**config.mk**
```make
export PLATFORM = sky130hd
export DESIGN_NAME = newton_square_root
export DESIGN_NICKNAME = d
export VERILOG_FILES = /design/src/design/nsr_pkg.sv /design/src/design/nsr_seq.sv /design/src/design/nsr_datapath.sv /design/src/design/newton_square_root.sv
export SDC_FILE = /design/constraint.sdc
export NUM_CORES = 2
export LEC_CHECK = 0
export BUFFER_PORTS_ARGS = -buffer_cell sky130_fd_sc_hd__buf_2
export CAP_MARGIN = 20
export CORE_UTILIZATION = 58
export DETAILED_ROUTE_END_ITERATION = 10
export PLACE_DENSITY = 0.8
export SLEW_MARGIN = 20
export SYNTH_ARGS = -nofsm -noshare
export SYNTH_HDL_FRONTEND = slang
export SYNTH_HIERARCHICAL = 1
export SYNTH_SLANG_ARGS = --single-unit
export TNS_END_PERCENT = 5
```
**constraint.sdc**
```tcl
create_clock -name i_clk -period 21.6 [get_ports i_clk]
set_clock_uncertainty 0.05 [all_clocks]
set_input_delay 0 -clock i_clk [delete_from_list [all_inputs] [get_ports i_clk]]
set_output_delay 0 -clock i_clk [all_outputs]
set_load 0.005 [all_outputs]
```
**src/design/nsr_pkg.sv**
```systemverilog
package nsr_pkg;

    localparam int RADICAND_W = 32;
    localparam int GUESS_W    = 48;
    localparam int QUOT_W     = 64;
    localparam int STEPS_W    = 7;
    localparam int PC_W       = 4;

    // change test: |new - old| * CONV_SCALE <= new
    localparam int CONV_SCALE_W = 17;
    localparam logic [CONV_SCALE_W-1:0] CONV_SCALE = 17'd100000;

    localparam logic [GUESS_W-1:0] GUESS_MAX = {GUESS_W{1'b1}};
    localparam logic [QUOT_W-1:0]  QUOT_CAP  = {1'b1, {(QUOT_W-1){1'b0}}};

    // datapath operation selected by the current microcode word
    typedef enum logic [3:0] {
        OP_NOP,
        OP_ACCEPT,
        OP_DIV_INIT,
        OP_DIV_STEP,
        OP_UPDATE,
        OP_DIFF,
        OP_MULT,
        OP_TEST,
        OP_EMIT
    } t_op;

    // status seen by the sequencer's jump conditions
    typedef struct packed {
        logic in_valid;
        logic out_busy;
        logic x_zero;
        logic div_busy;
        logic converged;
        logic at_limit;
    } t_flags;

endpackage

```
**src/design/nsr_seq.sv**
```systemverilog
module nsr_seq (
    input  logic           i_clk,
    input  logic           i_rst_n,
    input  nsr_pkg::t_flags i_flags,
    output nsr_pkg::t_op   o_op
);

    typedef enum logic [2:0] {
        C_NEXT,
        C_ALWAYS,
        C_NO_INPUT,
        C_X_ZERO,
        C_DIV_BUSY,
        C_CONTINUE,
        C_OUT_BUSY
    } t_cond;

    typedef struct packed {
        nsr_pkg::t_op             op;
        t_cond                    cond;
        logic [nsr_pkg::PC_W-1:0] target;
    } t_uword;

    localparam logic [nsr_pkg::PC_W-1:0] ST_WAIT     = 4'd0;
    localparam logic [nsr_pkg::PC_W-1:0] ST_DIV_INIT = 4'd1;
    localparam logic [nsr_pkg::PC_W-1:0] ST_DIV_STEP = 4'd2;
    localparam logic [nsr_pkg::PC_W-1:0] ST_UPDATE   = 4'd3;
    localparam logic [nsr_pkg::PC_W-1:0] ST_DIFF     = 4'd4;
    localparam logic [nsr_pkg::PC_W-1:0] ST_MULT     = 4'd5;
    localparam logic [nsr_pkg::PC_W-1:0] ST_TEST     = 4'd6;
    localparam logic [nsr_pkg::PC_W-1:0] ST_EMIT     = 4'd7;
    localparam logic [nsr_pkg::PC_W-1:0] ST_RETURN   = 4'd8;

    function automatic t_uword rom(input logic [nsr_pkg::PC_W-1:0] addr);
        t_uword w;
        case (addr)
            ST_WAIT:     w = '{nsr_pkg::OP_ACCEPT,   C_NO_INPUT, ST_WAIT};
            ST_DIV_INIT: w = '{nsr_pkg::OP_DIV_INIT, C_X_ZERO,   ST_EMIT};
            ST_DIV_STEP: w = '{nsr_pkg::OP_DIV_STEP, C_DIV_BUSY, ST_DIV_STEP};
            ST_UPDATE:   w = '{nsr_pkg::OP_UPDATE,   C_NEXT,     ST_WAIT};
            ST_DIFF:     w = '{nsr_pkg::OP_DIFF,     C_NEXT,     ST_WAIT};
            ST_MULT:     w = '{nsr_pkg::OP_MULT,     C_NEXT,     ST_WAIT};
            ST_TEST:     w = '{nsr_pkg::OP_TEST,     C_CONTINUE, ST_DIV_INIT};
            ST_EMIT:     w = '{nsr_pkg::OP_EMIT,     C_OUT_BUSY, ST_EMIT};
            ST_RETURN:   w = '{nsr_pkg::OP_NOP,      C_ALWAYS,   ST_WAIT};
            default:     w = '{nsr_pkg::OP_NOP,      C_ALWAYS,   ST_WAIT};
        endcase
        return w;
    endfunction

    logic [nsr_pkg::PC_W-1:0] r_pc;
    logic [nsr_pkg::PC_W-1:0] n_pc;
    t_uword                   w_word;
    logic                     w_jump;

    always_comb begin
        w_word = rom(r_pc);
        case (w_word.cond)
            C_NEXT:     w_jump = 1'b0;
            C_ALWAYS:   w_jump = 1'b1;
            C_NO_INPUT: w_jump = !i_flags.in_valid;
            C_X_ZERO:   w_jump = i_flags.x_zero;
            C_DIV_BUSY: w_jump = i_flags.div_busy;
            C_CONTINUE: w_jump = !i_flags.converged && !i_flags.at_limit;
            C_OUT_BUSY: w_jump = i_flags.out_busy;
            default:    w_jump = 1'b0;
        endcase
        n_pc = w_jump ? w_word.target : r_pc + 4'd1;
    end

    always_ff @(posedge i_clk) begin
        if (!i_rst_n) begin
            r_pc <= ST_WAIT;
        end else begin
            r_pc <= n_pc;
        end
    end

    assign o_op = w_word.op;

`ifndef SYNTH
    a_pc_in_program: assert property (@(posedge i_clk) disable iff (!i_rst_n)
        r_pc <= ST_RETURN)
        else $error("sequencer left the program");
    a_step_leaves: assert property (@(posedge i_clk) disable iff (!i_rst_n)
        (r_pc == ST_DIV_STEP && !i_flags.div_busy) |=> r_pc == ST_UPDATE)
        else $error("division did not hand over to update");
    a_wait_holds: assert property (@(posedge i_clk) disable iff (!i_rst_n)
        (r_pc == ST_WAIT && !i_flags.in_valid) |=> r_pc == ST_WAIT)
        else $error("left wait without an item");
`endif

endmodule

```
**src/design/nsr_datapath.sv**
```systemverilog
module nsr_datapath #(
    parameter int MAX_STEPS     = 32,
    parameter int FRACTION_BITS = 16
) (
    input  logic                              i_clk,
    input  logic                              i_rst_n,
    input  nsr_pkg::t_op                      i_op,
    input  logic                              i_in_valid,
    input  logic [nsr_pkg::RADICAND_W-1:0]    i_radicand,
    output logic                              o_x_zero,
    output logic                              o_div_busy,
    output logic                              o_converged,
    output logic                              o_at_limit,
    output logic [31:0]                       o_root,
    output logic [nsr_pkg::GUESS_W-1:0]       o_last_quotient,
    output logic [nsr_pkg::STEPS_W-1:0]       o_steps_taken,
    output logic                              o_limit_hit
);

    localparam int DIV_BITS = nsr_pkg::RADICAND_W + 2 * FRACTION_BITS;
    localparam int CNT_W    = $clog2(DIV_BITS);
    localparam int GW       = nsr_pkg::GUESS_W;
    localparam int QW       = nsr_pkg::QUOT_W;
    localparam int PW       = GW + nsr_pkg::CONV_SCALE_W;
    localparam logic [GW-1:0] ONE = GW'(1) << FRACTION_BITS;

    logic [nsr_pkg::RADICAND_W-1:0] r_x;
    logic [nsr_pkg::RADICAND_W-1:0] r_dsh;
    logic [GW-1:0]                  r_guess;
    logic [GW-1:0]                  r_prev;
    logic [GW-1:0]                  r_rem;
    logic [QW-1:0]                  r_q;
    logic                           r_sat;
    logic [CNT_W-1:0]               r_cnt;
    logic [GW-1:0]                  r_diff;
    logic [PW-1:0]                  r_prod;
    logic [GW-1:0]                  r_quot;
    logic [nsr_pkg::STEPS_W-1:0]    r_n;
    logic                           r_limit;

    logic [GW-1:0] w_div;
    logic [GW:0]   w_rem_sh;
    logic [GW:0]   w_rem_sub;
    logic          w_rem_ge;
    logic [QW-1:0] w_q_sat;
    logic [QW-1:0] w_sum;
    logic [GW-1:0] w_ng;
    logic [GW-1:0] w_diff;
    logic [GW-1:0] w_quot_out;

    always_comb begin
        w_div     = (r_guess == '0) ? GW'(1) : r_guess;
        w_rem_sh  = {r_rem, r_dsh[nsr_pkg::RADICAND_W-1]};
        w_rem_sub = w_rem_sh - {1'b0, w_div};
        w_rem_ge  = w_rem_sh >= {1'b0, w_div};
        w_q_sat   = (r_sat || r_q > nsr_pkg::QUOT_CAP) ? nsr_pkg::QUOT_CAP : r_q;
        w_sum     = {{(QW-GW){1'b0}}, r_guess} + w_q_sat;
        w_ng      = (w_sum[QW-1:1] > (QW-1)'(nsr_pkg::GUESS_MAX)) ?
                    nsr_pkg::GUESS_MAX : w_sum[GW:1];
        w_diff    = (r_guess >= r_prev) ? r_guess - r_prev : r_prev - r_guess;
        w_quot_out = (w_q_sat > QW'(nsr_pkg::GUESS_MAX)) ?
                     nsr_pkg::GUESS_MAX : w_q_sat[GW-1:0];
    end

    always_ff @(posedge i_clk) begin
        if (!i_rst_n) begin
            r_n     <= '0;
            r_limit <= 1'b0;
            r_guess <= ONE;
        end else begin
            case (i_op)
                nsr_pkg::OP_ACCEPT: begin
                    if (i_in_valid) begin
                        r_x     <= i_radicand;
                        r_guess <= (i_radicand == '0) ? '0 : ONE;
                        r_n     <= '0;
                        r_limit <= 1'b0;
                        r_quot  <= '0;
                    end
                end
                nsr_pkg::OP_DIV_INIT: begin
                    r_dsh <= r_x;
                    r_rem <= '0;
                    r_q   <= '0;
                    r_sat <= 1'b0;
                    r_cnt <= CNT_W'(DIV_BITS - 1);
                end
                nsr_pkg::OP_DIV_STEP: begin
                    // radicand bits come first, then the zeros of the scaling
                    r_dsh <= r_dsh << 1;
                    r_rem <= w_rem_ge ? w_rem_sub[GW-1:0] : w_rem_sh[GW-1:0];
                    r_sat <= r_sat | r_q[QW-1];
                    r_q   <= {r_q[QW-2:0], w_rem_ge};
                    r_cnt <= r_cnt - CNT_W'(1);
                end
                nsr_pkg::OP_UPDATE: begin
                    r_prev  <= r_guess;
                    r_guess <= w_ng;
                    r_quot  <= w_quot_out;
                    r_n     <= r_n + nsr_pkg::STEPS_W'(1);
                end
                nsr_pkg::OP_DIFF: begin
                    r_diff <= w_diff;
                end
                nsr_pkg::OP_MULT: begin
                    r_prod <= PW'(r_diff) * PW'(nsr_pkg::CONV_SCALE);
                end
                nsr_pkg::OP_TEST: begin
                    r_limit <= !o_converged && o_at_limit;
                end
                default: begin
                end
            endcase
        end
    end

    assign o_x_zero    = (r_x == '0);
    assign o_div_busy  = (r_cnt != '0);
    assign o_converged = (r_diff <= GW'(1)) || (r_prod <= PW'(r_guess));
    assign o_at_limit  = (r_n >= nsr_pkg::STEPS_W'(MAX_STEPS));

    assign o_root          = (r_guess[GW-1:32] != '0) ? 32'hFFFF_FFFF : r_guess[31:0];
    assign o_last_quotient = r_quot;
    assign o_steps_taken   = r_n;
    assign o_limit_hit     = r_limit;

endmodule

```
**src/design/newton_square_root.sv**
```systemverilog
// Square root of a 32-bit unsigned radicand by Newton iteration, returned as
// unsigned fixed point with FRACTION_BITS fraction bits, one result item per
// input item. A small microcode program steps a shared datapath; each Newton
// step runs a restoring divider at one quotient bit a cycle, and an item takes up to
// MAX_STEPS steps. A zero radicand skips the iteration.
// One item is worked on at a time; the next item can be taken once the sequencer has
// passed its return state after the finished result is loaded into the output
// register, even if it is not yet taken.
module newton_square_root #(
    parameter int MAX_STEPS     = 32,
    parameter int FRACTION_BITS = 16
) (
    input  logic        i_clk,
    input  logic        i_rst_n,
    input  logic        i_s_axis_tvalid,
    output logic        o_s_axis_tready,
    input  logic [31:0] i_s_axis_tdata,   // radicand[31:0]
    output logic        o_m_axis_tvalid,
    input  logic        i_m_axis_tready,
    output logic [87:0] o_m_axis_tdata    // root[31:0], last_quotient[79:32],
                                          // steps_taken[86:80], limit_hit[87]
);

    nsr_pkg::t_op    w_op;
    nsr_pkg::t_flags w_flags;

    logic                          w_x_zero;
    logic                          w_div_busy;
    logic                          w_converged;
    logic                          w_at_limit;
    logic [31:0]                   w_root;
    logic [nsr_pkg::GUESS_W-1:0]   w_last_quotient;
    logic [nsr_pkg::STEPS_W-1:0]   w_steps_taken;
    logic                          w_limit_hit;
    logic                          w_out_busy;
    logic                          w_load;

    logic        r_out_valid;
    logic [87:0] r_out_data;

    assign w_out_busy = r_out_valid && !i_m_axis_tready;
    assign w_load     = (w_op == nsr_pkg::OP_EMIT) && !w_out_busy;

    assign w_flags = '{
        in_valid:  i_s_axis_tvalid,
        out_busy:  w_out_busy,
        x_zero:    w_x_zero,
        div_busy:  w_div_busy,
        converged: w_converged,
        at_limit:  w_at_limit
    };

    nsr_seq u_seq (
        .i_clk   (i_clk),
        .i_rst_n (i_rst_n),
        .i_flags (w_flags),
        .o_op    (w_op)
    );

    nsr_datapath #(
        .MAX_STEPS     (MAX_STEPS),
        .FRACTION_BITS (FRACTION_BITS)
    ) u_datapath (
        .i_clk           (i_clk),
        .i_rst_n         (i_rst_n),
        .i_op            (w_op),
        .i_in_valid      (i_s_axis_tvalid),
        .i_radicand      (i_s_axis_tdata),
        .o_x_zero        (w_x_zero),
        .o_div_busy      (w_div_busy),
        .o_converged     (w_converged),
        .o_at_limit      (w_at_limit),
        .o_root          (w_root),
        .o_last_quotient (w_last_quotient),
        .o_steps_taken   (w_steps_taken),
        .o_limit_hit     (w_limit_hit)
    );

    always_ff @(posedge i_clk) begin
        if (!i_rst_n) begin
            r_out_valid <= 1'b0;
        end else begin
            if (w_load) begin
                r_out_valid <= 1'b1;
                r_out_data  <= {w_limit_hit, w_steps_taken, w_last_quotient, w_root};
            end else if (i_m_axis_tready) begin
                r_out_valid <= 1'b0;
            end
        end
    end

    assign o_s_axis_tready = (w_op == nsr_pkg::OP_ACCEPT);
    assign o_m_axis_tvalid = r_out_valid;
    assign o_m_axis_tdata  = r_out_data;

`ifndef SYNTH
    a_limit_steps: assert property (@(posedge i_clk) disable iff (!i_rst_n)
        (r_out_valid && r_out_data[87]) |-> r_out_data[86:80] == 7'(MAX_STEPS))
        else $error("limit flag without a full step count");
    a_zero_steps: assert property (@(posedge i_clk) disable iff (!i_rst_n)
        (r_out_valid && r_out_data[86:80] == '0) |-> r_out_data[79:0] == '0)
        else $error("zero steps but a nonzero result");
    a_no_overwrite: assert property (@(posedge i_clk) disable iff (!i_rst_n)
        w_load |-> !w_out_busy)
        else $error("result written over one not yet taken");
    a_accept_not_emit: assert property (@(posedge i_clk) disable iff (!i_rst_n)
        (i_s_axis_tvalid && o_s_axis_tready) |=> !w_load)
        else $error("result emitted right after an item was taken");
`endif

endmodule
```
==> impl_metrics.tcl <==
set metrics [dict create \
    synth.most_common_cell "inv_1" \
    grt_antenna_before_repair 1 \
    post_cts_buffers 0 \
    ys_ff_latch 546 \
    clk_pin_slew_ps 60 \
    synth-main-ff-cell "edfxtp_1" \
    max_stage_delay_ps 590 \
    hp-class "in2reg" \
    final.min_clock_period_ps 7040 \
    fin_setup_tns_ps 0 \
    maxCapViolCount 0 \
    worstSkewPairLatency_ps 650 \
    p_leak_nw 20.1 \
    rsz0062_at_grt "no" \
    rows 99 \
    gp_congestion 0.963 \
    ys_types 93 \
    slew_headroom 0.380 \
    grt_pass1_vias 32700 \
    ys_seq_area_frac 0.366 \
    clockBufferDepth 3 \
    insertedDiodeCount 0 \
    cts_made_buffers 58 \
    path_cells "nor4_1, nand4_1, nor4_4, a21o_1, buf_4, and2_1, ha_1, a21o_1, o21bai_1, a221o_1, a311o_1, o211ai_1, nand4_1, o21ai_0, nand2b_1, nor3_1, a2111o_1, nor4_2, nor3_2, buf_4, a221o_1" \
    clockRootBuffer "clkbuf_16" \
    endpoint_kind "register" \
    synth_top_area_cell "edfxtp_1" \
    instances_no_fill 5382 \
    drive_gt1_frac 0.0721 \
    drc 2 \
    overflow 0 \
    wirelength_um 117000 \
    wl_met2_um 55900 \
    wirelength_met1_um 49200 \
    yosysWarnings 6 \
    nets 5073 \
    cts_resized 0 \
    drt-initial-drc-count 2804 \
    grt_max_degree 99 \
    grt_pass1_wl_um 182000 \
    total_power_mw 5.52 \
    die_area_um2 75000 \
    setup-violations-final 0 \
    avgSynthCellArea_um2 9.99 \
    period_share 0.326 \
    p_per_area_nw_per_um2 118 \
    area_growth_pct 8.72 \
    netlist_instances 4292 \
    ir_drop_uv 95.8 \
    dpl_worst_slack_ps 14700 \
    vias_per_cell 6.12 \
    dp_hpwl_um 88100 \
    slowest_stage "edfxtp_1" \
    wire_per_inst_um 21.8 \
    dr_wl_met3_um 7430 \
    hold_viol 0 \
    path_class "reg2reg" \
    highest_layer "met5" \
    violations "DRC" \
    die_x_um 274 \
    cts_tree "done" \
    netlist.area_leader.share 0.333 \
    synth_area_leaders "edfxtp_1, ha_1, fa_1" \
    startpoint_type "register" \
    fillCellCount 5818 \
    hold_buffers 36 \
    start_util 0.587 \
    path_max_fanout 47 \
    drtPass1Iterations 11 \
    syn_area_um2 42900 \
    pin_count 126 \
    status "finished, violations left" \
    ys_top_cells_by_count "inv_1, ha_1, edfxtp_1" \
    async_flop_share 0 \
    grt_usage 0.312 \
    worst_slew_pin_slew_ps 930 \
    synthesis.nets 4992 \
    worst_slack_ps 14560 \
    core_area_um2 73100 \
    worst_ep_arrival_time_ps 7500 \
    place_inst 5236 \
    via_count 32900 \
    synth_edf_count 475 \
    die_h_um 274 \
    numPortBuffers 125 \
    htree_levels 2 \
    cts.sinks 546 \
    hold_slack_ps 56.4 \
    cp_data_required_time_ps 22060 \
    report.final.slew_viol_count 0 \
    postRouteAntennaNets 0 \
    max_freq_ghz 0.142 \
]
-- layer usage --
layer  GRT usage  vias up
met5           0        -
met4       0.124        2
met3      0.0417      244
met2       0.527     1288
met1       0.404    15900
li1            -    15500
-- critical path: cells and delay by family, from the launching register on --
family	cells	cell delay (ps)
DFF	1	590
and+or+nand+nor	9	2180
adders and majority gates	1	330
buffers and inverters	2	780
AOI/OAI and AO/OA	9	2960
-- layout make-up --
class | instances | area (um^2) | share of cell area
Clock buffer | 75 | 1600 | 0.0343
Timing Repair Buffer | 194 | 1250 | 0.0268
Clock inverter | 35 | 355 | 0.00762
Multi-Input combinational cell | 3083 | 24700 | 0.530
Inverter | 490 | 1840 | 0.0394
Tap cell | 959 | 1200 | 0.0257
Sequential cell | 546 | 15700 | 0.336
-- cells by family after synthesis --
kind of cell	after synthesis	synth area share
compound gates	1022	0.159
buf+inv	663	0.0603
mux	65	0.0157
simple gates	1119	0.131
fa+ha+maj	669	0.225
xor+xnor	208	0.0425
flops	546	0.366
-- per-stage QoR --
| step | util | cell area (um^2) |
|---|---|---|
| after global routing | 0.638 | 46600 |
| after detailed placement | 0.606 | 44300 |
| after CTS | 0.638 | 46600 |
| final | 0.638 | 46600 |
| after global placement | 0.606 | 44300 |
| after floorplan | - | 42900 |
-- layout by cell type, fill, tap and decap left out, types with 109 or more instances in the layout --
cell	count
a21o_1	166
a21oi_1	300
and2_1	109
buf_2	125
edfxtp_1	475
fa_1	175
ha_1	489
inv_1	490
nand2_1	284
nor2_1	245
o21ai_0	160
xnor2_1	141
-- worst paths after layout --
check	cells after the start	end	slack (ps)	startpoint
worst max-delay path	21	u_datapath/r_guess[21]	14560	u_datapath/r_q[5]
worst max register to register	21	u_datapath/r_guess[21]	14560	u_datapath/r_q[5]
worst min-delay path	2	u_datapath/r_x[21]	60	i_s_axis_tdata[21]
worst min register to register	0	o_m_axis_tdata[57]	370	u_datapath/o_last_quotient[25]
-- state kept, by name, summed over array words and instances, names as in the netlist --
| signal | cells |
|---|---|
| u_datapath/r_x | 32 |
| u_seq/w_word | 10 |
| u_datapath/o_last_quotient | 48 |
| u_datapath/r_dsh | 32 |
| u_datapath/r_rem | 48 |
| u_datapath/o_steps_taken | 7 |
| u_seq/r_pc | 4 |
| u_datapath/r_diff | 48 |
| u_datapath/r_sat | 1 |
| u_datapath/o_limit_hit | 1 |
| o_m_axis_tdata | 88 |
| u_datapath/r_cnt | 6 |
| u_datapath/r_q | 64 |
| u_datapath/r_guess | 48 |
| u_datapath/r_prod | 60 |
| o_m_axis_tvalid | 1 |
| u_datapath/r_prev | 48 |
-- where the power goes --
part / switching, mW / leakage (nW) / internal, mW
sequential: 0.136 / 4.95 / 1.48
combinational: 1.71 / 14.2 / 1.18
clock: 0.440 / 0.953 / 0.587
Power figures use the tool's default switching activity.
